<file path="src/linear_scan_register_allocator_macros.svh">
`ifndef LINEAR_SCAN_REGISTER_ALLOCATOR_MACROS_SVH
`define LINEAR_SCAN_REGISTER_ALLOCATOR_MACROS_SVH

// Same-cycle implication, checked on clk and disabled while rst_n is low.
`define LSRA_ASSERT_IMP(name, ante, cons, msg) \
    name: assert property (@(posedge clk) disable iff (!rst_n) (ante) |-> (cons)) \
        else $error(msg);

// Next-cycle implication, checked on clk and disabled while rst_n is low.
`define LSRA_ASSERT_NXT(name, ante, cons, msg) \
    name: assert property (@(posedge clk) disable iff (!rst_n) (ante) |=> (cons)) \
        else $error(msg);

`endif

</file>
<file path="src/lsra_pkg.sv">
package lsra_pkg;

    localparam int NUM_PREGS = 16;
    localparam int PHYS_W    = $clog2(NUM_PREGS);
    localparam int CNT_W     = $clog2(NUM_PREGS + 1);
    localparam int VREG_W    = 16;
    localparam int POS_W     = 20;

    typedef enum logic [1:0] {
        OUT_FREE  = 2'd0,
        OUT_STEAL = 2'd1,
        OUT_SPILL = 2'd2
    } outcome_t;

    typedef enum logic [1:0] {
        ST_IDLE,
        ST_COMPACT,
        ST_DECIDE,
        ST_SCAN
    } state_t;

    typedef enum logic [2:0] {
        CELL_HOLD,
        CELL_EXPIRE,
        CELL_SHIFT,
        CELL_WRITE,
        CELL_KILL
    } cell_op_t;

    typedef struct packed {
        logic [VREG_W-1:0] vreg;
        logic [POS_W-1:0]  end_pos;
        logic [PHYS_W-1:0] phys;
    } entry_t;

    typedef struct packed {
        cell_op_t          op;
        logic              clear;
        logic [POS_W-1:0]  start_pos;
        entry_t            wr;
    } cell_cmd_t;

endpackage

</file>
<file path="src/lsra_cell.sv">
module lsra_cell (
    input  logic              clk,
    input  logic              rst_n,
    input  lsra_pkg::cell_cmd_t cmd,
    input  logic              sel,
    input  logic              hole_in,
    input  logic              right_valid,
    input  lsra_pkg::entry_t  right_ent,
    output logic              hole_out,
    output logic              valid,
    output lsra_pkg::entry_t  ent,
    output logic              expired
);
    import lsra_pkg::*;

    logic   valid_reg;
    logic   valid_next;
    entry_t ent_reg;
    entry_t ent_next;
    logic   stale;

    assign stale    = ent_reg.end_pos < cmd.start_pos;
    assign expired  = valid_reg && stale && (cmd.op == CELL_EXPIRE);
    // A cell moves its right neighbor in when it or any cell below it is empty.
    assign hole_out = hole_in | ~valid_reg;
    assign valid    = valid_reg;
    assign ent      = ent_reg;

    always_comb
    begin
        valid_next = valid_reg;
        ent_next   = ent_reg;
        case (cmd.op)
            CELL_EXPIRE:
            begin
                valid_next = valid_reg && !cmd.clear && !stale;
            end
            CELL_SHIFT:
            begin
                if (hole_out)
                begin
                    valid_next = right_valid;
                    ent_next   = right_ent;
                end
            end
            CELL_WRITE:
            begin
                if (sel)
                begin
                    valid_next = 1'b1;
                    ent_next   = cmd.wr;
                end
            end
            CELL_KILL:
            begin
                if (sel)
                begin
                    valid_next = 1'b0;
                end
            end
            default:
            begin
                valid_next = valid_reg;
            end
        endcase
    end

    always_ff @(posedge clk or negedge rst_n)
    begin
        if (!rst_n)
        begin
            valid_reg <= 1'b0;
        end
        else
        begin
            valid_reg <= valid_next;
        end
    end

    always_ff @(posedge clk)
    begin
        ent_reg <= ent_next;
    end

endmodule

</file>
<file path="src/linear_scan_register_allocator.sv">
// Linear-scan register allocator. Pulse start with one live interval while busy is low; the
// result comes back on done for exactly one cycle and must be taken then, since the receiver
// cannot stall. The active list lives in a chain of sixteen cells. Stale entries expire in
// the accepting cycle. The chain then closes emptied cells ahead of live entries, one cell per
// cycle, and finds the list packed before the decision state. The result is registered out of
// the decision state, and busy drops with it, so the next item can be taken while done shows.
// When no register is free and the list is not empty, the cells are scanned one per cycle for
// the greatest end. A steal then kills the victim, compacts the chain again and writes the
// new item in a second decision. Writes on cfg_wr_en set max_regs at once; the user is to
// write it only while idle so it takes effect for the next item; the block does not enforce it.
`include "linear_scan_register_allocator_macros.svh"

module linear_scan_register_allocator (
    input  logic                          clk,
    input  logic                          rst_n,
    input  logic                          start,
    output logic                          busy,
    input  logic                          new_function,
    input  logic [lsra_pkg::VREG_W-1:0]   virtual_reg,
    input  logic [lsra_pkg::POS_W-1:0]    interval_start,
    input  logic [lsra_pkg::POS_W-1:0]    interval_end,
    input  logic                          cfg_wr_en,
    input  logic [lsra_pkg::CNT_W-1:0]    cfg_wr_data,
    output logic                          done,
    output logic [1:0]                    outcome,
    output logic [lsra_pkg::PHYS_W-1:0]   phys_reg,
    output logic                          evicted_valid,
    output logic [lsra_pkg::VREG_W-1:0]   evicted_vreg,
    output logic [lsra_pkg::CNT_W-1:0]    regs_used
);
    import lsra_pkg::*;

    state_t                state_reg, state_next;
    logic [CNT_W-1:0]      max_regs_reg;
    logic [NUM_PREGS-1:0]  reg_free_reg, reg_free_next;
    logic [CNT_W-1:0]      used_reg, used_next;
    logic [VREG_W-1:0]     vreg_reg, vreg_next;
    logic [POS_W-1:0]      end_reg, end_next;
    logic                  pending_reg, pending_next;
    logic [PHYS_W-1:0]     steal_phys_reg, steal_phys_next;
    logic [VREG_W-1:0]     steal_vreg_reg, steal_vreg_next;
    logic [CNT_W-1:0]      n_reg, n_next;
    logic [PHYS_W-1:0]     scan_idx_reg, scan_idx_next;
    logic [POS_W-1:0]      best_end_reg, best_end_next;
    logic [PHYS_W-1:0]     best_idx_reg, best_idx_next;
    logic [PHYS_W-1:0]     best_phys_reg, best_phys_next;
    logic [VREG_W-1:0]     best_vreg_reg, best_vreg_next;

    logic                  done_reg, done_next;
    outcome_t              outcome_reg, outcome_next;
    logic [PHYS_W-1:0]     phys_out_reg, phys_out_next;
    logic                  ev_valid_reg, ev_valid_next;
    logic [VREG_W-1:0]     ev_vreg_reg, ev_vreg_next;
    logic [CNT_W-1:0]      used_out_reg, used_out_next;

    cell_cmd_t             cmd;
    logic [NUM_PREGS-1:0]  sel;
    logic [NUM_PREGS:0]    hole;
    logic [NUM_PREGS-1:0]  vld;
    logic [NUM_PREGS-1:0]  expired;
    logic [NUM_PREGS-1:0]  r_vld;
    entry_t                cell_ent [NUM_PREGS];
    entry_t                r_ent    [NUM_PREGS];

    logic [NUM_PREGS-1:0]  freed;
    logic                  hole_any;
    logic [CNT_W-1:0]      n_cnt;
    logic [CNT_W-1:0]      limit;
    logic                  free_found;
    logic [PHYS_W-1:0]     free_idx;
    logic [CNT_W-1:0]      free_plus1;

    entry_t                cur;
    logic                  upd;
    logic                  scan_last;
    logic                  steal;
    logic [POS_W-1:0]      fin_end;
    logic [PHYS_W-1:0]     fin_idx;
    logic [PHYS_W-1:0]     fin_phys;
    logic [VREG_W-1:0]     fin_vreg;

    assign hole[0] = 1'b0;

    genvar g;
    for (g = 0; g < NUM_PREGS; g++)
    begin : g_cell
        if (g == NUM_PREGS - 1)
        begin : g_tail
            assign r_vld[g] = 1'b0;
            assign r_ent[g] = '0;
        end
        else
        begin : g_body
            assign r_vld[g] = vld[g+1];
            assign r_ent[g] = cell_ent[g+1];
        end

        lsra_cell u_cell (
            .clk         (clk),
            .rst_n       (rst_n),
            .cmd         (cmd),
            .sel         (sel[g]),
            .hole_in     (hole[g]),
            .right_valid (r_vld[g]),
            .right_ent   (r_ent[g]),
            .hole_out    (hole[g+1]),
            .valid       (vld[g]),
            .ent         (cell_ent[g]),
            .expired     (expired[g])
        );
    end

    always_comb
    begin
        freed    = '0;
        hole_any = 1'b0;
        for (int i = 0; i < NUM_PREGS; i++)
        begin
            if (expired[i])
            begin
                freed[cell_ent[i].phys] = 1'b1;
            end
            // A live cell with an empty one below it means the list is not packed yet.
            if (vld[i] && hole[i])
            begin
                hole_any = 1'b1;
            end
        end
    end

    assign n_cnt = CNT_W'($countones(vld));
    assign limit = (max_regs_reg > CNT_W'(NUM_PREGS)) ? CNT_W'(NUM_PREGS) : max_regs_reg;

    always_comb
    begin
        free_found = 1'b0;
        free_idx   = '0;
        for (int i = NUM_PREGS - 1; i >= 0; i--)
        begin
            if (reg_free_reg[i] && (CNT_W'(i) < limit))
            begin
                free_found = 1'b1;
                free_idx   = PHYS_W'(i);
            end
        end
    end

    assign free_plus1 = CNT_W'(free_idx) + CNT_W'(1);

    // Scan keeps the first entry with the greatest end.
    assign cur       = cell_ent[scan_idx_reg];
    assign upd       = (scan_idx_reg == '0) || (cur.end_pos > best_end_reg);
    assign scan_last = (CNT_W'(scan_idx_reg) + CNT_W'(1)) == n_reg;
    assign fin_end   = upd ? cur.end_pos  : best_end_reg;
    assign fin_idx   = upd ? scan_idx_reg : best_idx_reg;
    assign fin_phys  = upd ? cur.phys     : best_phys_reg;
    assign fin_vreg  = upd ? cur.vreg     : best_vreg_reg;
    assign steal     = fin_end > end_reg;

    always_comb
    begin
        state_next = state_reg;
        case (state_reg)
            ST_IDLE:
            begin
                if (start)
                begin
                    state_next = ST_COMPACT;
                end
            end
            ST_COMPACT:
            begin
                if (!hole_any)
                begin
                    state_next = ST_DECIDE;
                end
            end
            ST_DECIDE:
            begin
                if (!pending_reg && !free_found && (n_cnt != '0))
                begin
                    state_next = ST_SCAN;
                end
                else
                begin
                    state_next = ST_IDLE;
                end
            end
            ST_SCAN:
            begin
                if (scan_last)
                begin
                    state_next = steal ? ST_COMPACT : ST_IDLE;
                end
            end
            default:
            begin
                state_next = ST_IDLE;
            end
        endcase
    end

    always_comb
    begin
        cmd.op          = CELL_HOLD;
        cmd.clear       = new_function;
        cmd.start_pos   = interval_start;
        cmd.wr.vreg     = vreg_reg;
        cmd.wr.end_pos  = end_reg;
        cmd.wr.phys     = free_idx;
        sel             = '0;
        reg_free_next   = reg_free_reg;
        used_next       = used_reg;
        vreg_next       = vreg_reg;
        end_next        = end_reg;
        pending_next    = pending_reg;
        steal_phys_next = steal_phys_reg;
        steal_vreg_next = steal_vreg_reg;
        n_next          = n_reg;
        scan_idx_next   = scan_idx_reg;
        best_end_next   = best_end_reg;
        best_idx_next   = best_idx_reg;
        best_phys_next  = best_phys_reg;
        best_vreg_next  = best_vreg_reg;
        done_next       = 1'b0;
        outcome_next    = outcome_reg;
        phys_out_next   = phys_out_reg;
        ev_valid_next   = ev_valid_reg;
        ev_vreg_next    = ev_vreg_reg;
        used_out_next   = used_out_reg;

        case (state_reg)
            ST_IDLE:
            begin
                if (start)
                begin
                    cmd.op    = CELL_EXPIRE;
                    vreg_next = virtual_reg;
                    end_next  = interval_end;
                    if (new_function)
                    begin
                        reg_free_next = '1;
                        used_next     = '0;
                    end
                    else
                    begin
                        reg_free_next = reg_free_reg | freed;
                    end
                end
            end
            ST_COMPACT:
            begin
                if (hole_any)
                begin
                    cmd.op = CELL_SHIFT;
                end
            end
            ST_DECIDE:
            begin
                n_next = n_cnt;
                for (int i = 0; i < NUM_PREGS; i++)
                begin
                    sel[i] = (CNT_W'(i) == n_cnt);
                end
                if (pending_reg)
                begin
                    cmd.op        = CELL_WRITE;
                    cmd.wr.phys   = steal_phys_reg;
                    pending_next  = 1'b0;
                    done_next     = 1'b1;
                    outcome_next  = OUT_STEAL;
                    phys_out_next = steal_phys_reg;
                    ev_valid_next = 1'b1;
                    ev_vreg_next  = steal_vreg_reg;
                    used_out_next = used_reg;
                end
                else if (free_found)
                begin
                    cmd.op                  = CELL_WRITE;
                    reg_free_next[free_idx] = 1'b0;
                    if (free_plus1 > used_reg)
                    begin
                        used_next = free_plus1;
                    end
                    done_next     = 1'b1;
                    outcome_next  = OUT_FREE;
                    phys_out_next = free_idx;
                    ev_valid_next = 1'b0;
                    ev_vreg_next  = '0;
                    used_out_next = (free_plus1 > used_reg) ? free_plus1 : used_reg;
                end
                else if (n_cnt == '0)
                begin
                    done_next     = 1'b1;
                    outcome_next  = OUT_SPILL;
                    phys_out_next = '0;
                    ev_valid_next = 1'b0;
                    ev_vreg_next  = '0;
                    used_out_next = used_reg;
                end
                else
                begin
                    scan_idx_next = '0;
                end
            end
            ST_SCAN:
            begin
                best_end_next  = fin_end;
                best_idx_next  = fin_idx;
                best_phys_next = fin_phys;
                best_vreg_next = fin_vreg;
                scan_idx_next  = scan_idx_reg + PHYS_W'(1);
                if (scan_last)
                begin
                    if (steal)
                    begin
                        // The victim leaves the chain; its register goes to the new item.
                        cmd.op = CELL_KILL;
                        for (int i = 0; i < NUM_PREGS; i++)
                        begin
                            sel[i] = (PHYS_W'(i) == fin_idx);
                        end
                        pending_next    = 1'b1;
                        steal_phys_next = fin_phys;
                        steal_vreg_next = fin_vreg;
                    end
                    else
                    begin
                        done_next     = 1'b1;
                        outcome_next  = OUT_SPILL;
                        phys_out_next = '0;
                        ev_valid_next = 1'b0;
                        ev_vreg_next  = '0;
                        used_out_next = used_reg;
                    end
                end
            end
            default:
            begin
                cmd.op = CELL_HOLD;
            end
        endcase
    end

    always_ff @(posedge clk or negedge rst_n)
    begin
        if (!rst_n)
        begin
            state_reg    <= ST_IDLE;
            max_regs_reg <= CNT_W'(NUM_PREGS);
            reg_free_reg <= '1;
            used_reg     <= '0;
            pending_reg  <= 1'b0;
            done_reg     <= 1'b0;
        end
        else
        begin
            state_reg    <= state_next;
            reg_free_reg <= reg_free_next;
            used_reg     <= used_next;
            pending_reg  <= pending_next;
            done_reg     <= done_next;
            if (cfg_wr_en)
            begin
                max_regs_reg <= cfg_wr_data;
            end
        end
    end

    always_ff @(posedge clk)
    begin
        vreg_reg       <= vreg_next;
        end_reg        <= end_next;
        steal_phys_reg <= steal_phys_next;
        steal_vreg_reg <= steal_vreg_next;
        n_reg          <= n_next;
        scan_idx_reg   <= scan_idx_next;
        best_end_reg   <= best_end_next;
        best_idx_reg   <= best_idx_next;
        best_phys_reg  <= best_phys_next;
        best_vreg_reg  <= best_vreg_next;
        outcome_reg    <= outcome_next;
        phys_out_reg   <= phys_out_next;
        ev_valid_reg   <= ev_valid_next;
        ev_vreg_reg    <= ev_vreg_next;
        used_out_reg   <= used_out_next;
    end

    assign busy          = (state_reg != ST_IDLE);
    assign done          = done_reg;
    assign outcome       = outcome_reg;
    assign phys_reg      = phys_out_reg;
    assign evicted_valid = ev_valid_reg;
    assign evicted_vreg  = ev_vreg_reg;
    assign regs_used     = used_out_reg;

    `LSRA_ASSERT_NXT(a_accept_busy, start && !busy, busy, "accepted item did not raise busy")
    `LSRA_ASSERT_IMP(a_done_idle, done, !busy, "result delivered while still busy")
    `LSRA_ASSERT_IMP(a_decide_packed, state_reg == ST_DECIDE, !hole_any, "active list not packed")
    `LSRA_ASSERT_IMP(a_scan_nonempty, state_reg == ST_SCAN, n_reg != '0, "scan of empty list")
    `LSRA_ASSERT_IMP(a_evict_steal, done && evicted_valid, outcome == OUT_STEAL, "eviction without steal")

endmodule

</file>
<file path="config.mk">
export PLATFORM = sky130hd
export DESIGN_NAME = linear_scan_register_allocator
export DESIGN_NICKNAME = d
export VERILOG_FILES = /design/src/lsra_pkg.sv /design/src/lsra_cell.sv /design/src/linear_scan_register_allocator.sv
export VERILOG_INCLUDE_DIRS = /design/src /design/src/src
export SDC_FILE = /design/constraint.sdc
export NUM_CORES = 2
export LEC_CHECK = 0
export ABC_AREA = 1
export BUFFER_PORTS_ARGS = -buffer_cell sky130_fd_sc_hd__buf_2
export CAP_MARGIN = 20
export CORE_UTILIZATION = 56
export DETAILED_ROUTE_END_ITERATION = 8
export PLACE_DENSITY = 0.73
export SETUP_SLACK_MARGIN = 0.15
export SKIP_LAST_GASP = 1
export SLEW_MARGIN = 30
export SYNTH_ARGS = -nofsm -noshare
export SYNTH_HDL_FRONTEND = slang
export SYNTH_SLANG_ARGS = --single-unit
export TNS_END_PERCENT = 30
</file>
<file path="constraint.sdc">
create_clock -name clk -period 9.5 [get_ports clk]
set_clock_uncertainty 0.15 [all_clocks]
set_input_delay 1.9 -clock clk [delete_from_list [all_inputs] [get_ports clk]]
set_output_delay 1.9 -clock clk [all_outputs]
set_load 0.1 [all_outputs]
</file>
==> run metrics <==
Mapped Nets 6146; CTS H-Tree Depth 3; worst stage delay on the critical path 800 ps; total setup buffers inserted after CTS 0; maximum buffer depth of the clock tree 3; most used cell, CP nand2_1; type of the tightest min-delay check reg -> reg; vias in the first global route 40800; First-pass DRT Iterations 8; Rel. slew slack 28.4%; vias per std cell 6.36; EDFF count, synth 776; fraction of final layout cells sized beyond drive strength 1 6.54%; Arrival @ worst endpoint 8330 ps; crit path max fanout 53; Distinct cells, synth 61; #FFs+latches synth 822; crit path capture type flip-flop; port bufs 95; Detail Placement HPWL 119000 um; post-route DRC violation count 0; Fmax 123 MHz; Worst Setup Start Kind flip-flop; synth-to-layout area growth 9.07%; first-pass GRT wire length 255000 um; DIE AREA 0.0899 mm2; CTS clk-pin slew, worst paths 60 ps; Final Max Slew Viols 0; CP max stage cell inv_1; Setup CP Type reg -> reg; hold-fix buffers at CTS 0; CTS buffer count 90; row cnt 108; RSZ-0062 raised after global routing false; Final Hold Fails 0; final wirelength 173000 um; Final Cycle Share 85.4%; vias post-DR 43900; Root Driver clkbuf_16; Final Critical Period 8110 ps; initial core utilization 56.9%; Post-DRT Antenna Nets 0; prevailing post-synth register cell edfxtp_1; Iter 0 DRT Violations 6218; DR WL/cell 25.1 um; Syn Inst Count 5708; Clock Latency Late Sink 710 ps; setup_tns 0 ps; GRT Util Overall 38.1%; # nets final 6115; status finished, final reports clean; Die W 300 um; I/O pin total 96; CP required 9720 ps; RePlAce Congestion 1.05; CTS tree built; initial antenna violation count 3; sequential share of the synthesized area 49.3%; number of flip-flops in the largest register 640; max-cap check violation count 0; largest net degree at the start of global routing 185; syn_area_per_cell 8.70 um2; final setup violation count 0; Slew @ Worst Pin 1070 ps; YS warnings 0; global route overflow 0; core area 0.0873 mm2; Post-Synthesis Cell Area 0.0497 mm2; Die Ht 300 um; CTS resizes 0; Num Clock Sinks 822; async set or reset register ratio after synthesis 5.60%
[per-stage QoR]
step	cell area, um2	setup slack [ps]	util, %	hold WS, ps	std cells
2_1_floorplan	49700	1880	-	294	5708
3_3_place_gp	51000	1540	58.4	307	6737
3_5_place_dp	51100	1630	58.5	306	6738
4_1_cts	54100	1610	62.0	318	6905
5_1_grt	54200	1050	62.0	328	6907
6_report	54200	1390	62.0	318	6908
[area by class of cell]
cell class                 instances  area (um2)
multi-input combinational       3941       21600
sequential                       822       24500
clock inverter                    55         668
inverter                         661        2500
fill                            7553       33100
clock buffer                     112        2370
timing repair buffer             161        1070
tap                             1155        1450
antenna                            1        2.50
[per-layer routing]
layer | up-vias | GRT usage, % | wire length (um)
met2 | 2932 | 57.3 | 75500
li1 | 19700 | - | -
met1 | 20800 | 53.3 | 68500
met4 | 2 | 17.6 | 9020
met3 | 502 | 7.25 | 20400
met5 | - | 0 | 14
[cells in the mapped netlist, types with 4 or more instances]
| cell | n | area (um2) |
|---|---|---|
| inv_2 | 9 | 33.8 |
| o211ai_1 | 63 | 473 |
| buf_1 | 24 | 90.1 |
| dfrtp_1 | 29 | 726 |
| a41oi_1 | 21 | 184 |
| nand3_1 | 288 | 1440 |
| clkbuf_1 | 165 | 619 |
| a311o_1 | 19 | 190 |
| buf_4 | 16 | 120 |
| nand2_1 | 1219 | 4580 |
| nor3_1 | 69 | 345 |
| o221ai_1 | 4 | 35.0 |
| dfstp_2 | 17 | 447 |
| nor2_4 | 5 | 56.3 |
| a21oi_1 | 488 | 2440 |
| buf_2 | 77 | 385 |
| inv_1 | 651 | 2440 |
| nand2_2 | 6 | 37.5 |
| nor2_1 | 361 | 1360 |
| o21ai_1 | 7 | 35.0 |
| a31oi_1 | 9 | 56.3 |
| nand3b_1 | 9 | 67.6 |
| ha_1 | 362 | 4530 |
| a211oi_1 | 8 | 60.1 |
| edfxtp_1 | 776 | 23300 |
| nor4_1 | 5 | 31.3 |
| o21ai_0 | 805 | 4030 |
| o2111ai_1 | 7 | 61.3 |
| o21a_1 | 4 | 30.0 |
| nand4_1 | 100 | 626 |
| nor2_2 | 6 | 37.5 |
| o22ai_1 | 17 | 106 |
| a21boi_0 | 6 | 45.0 |
| fa_1 | 10 | 200 |
| xor2_1 | 4 | 35.0 |
[path summary, 6_finish.rpt]
path,endpoint,from,cells after the start,slack [ps]
worst max-delay path,g_cell[10].u_cell.ent[38],scan_idx_reg[2],31,1390
worst min-delay path,reg_free_reg[4],reg_free_reg[4],2,320
worst max register to register,g_cell[10].u_cell.ent[38],scan_idx_reg[2],31,1390
worst min register to register,reg_free_reg[4],reg_free_reg[4],2,320
max in group asynchronous,used_reg[0],rst_n,2,7540
min in group asynchronous,pending_reg,rst_n,2,1170
[logic make-up after synthesis]
| family | after synthesis | synth area share (%) |
|---|---|---|
| and+or+nand+nor | 2083 | 17.6 |
| AOI/OAI and AO/OA | 1477 | 15.9 |
| buffers and inverters | 945 | 7.48 |
| DFF | 822 | 49.3 |
| adders and majority gates | 372 | 9.53 |
| xor gates and xnor gates | 7 | 0.123 |
| muxes | 2 | 0.0428 |
[cells in the final DEF (no fill, tap or decap), types with 21 or more instances in the layout]
cell / instances
a21oi_1: 487
a41oi_1: 21
buf_2: 95
buf_4: 57
clkbuf_16: 91
dfrtp_1: 29
edfxtp_1: 776
ha_1: 362
inv_1: 647
nand2_1: 1218
nand3_1: 288
nand4_1: 100
nor2_1: 344
nor3_1: 65
o211ai_1: 63
o21ai_0: 805
[critical path, delay by kind of cell (launching register included)]
| family | cells | cell delay, ps |
|---|---|---|
| simple gates | 18 | 3360 |
| flops | 1 | 380 |
| buf+inv | 6 | 1940 |
| compound gates | 5 | 1140 |
| fa+ha+maj | 2 | 710 |
Power is left out: the tool's default activity adds up to more than one toggle a clock period on the data nets, which glitch-free logic cannot reach.
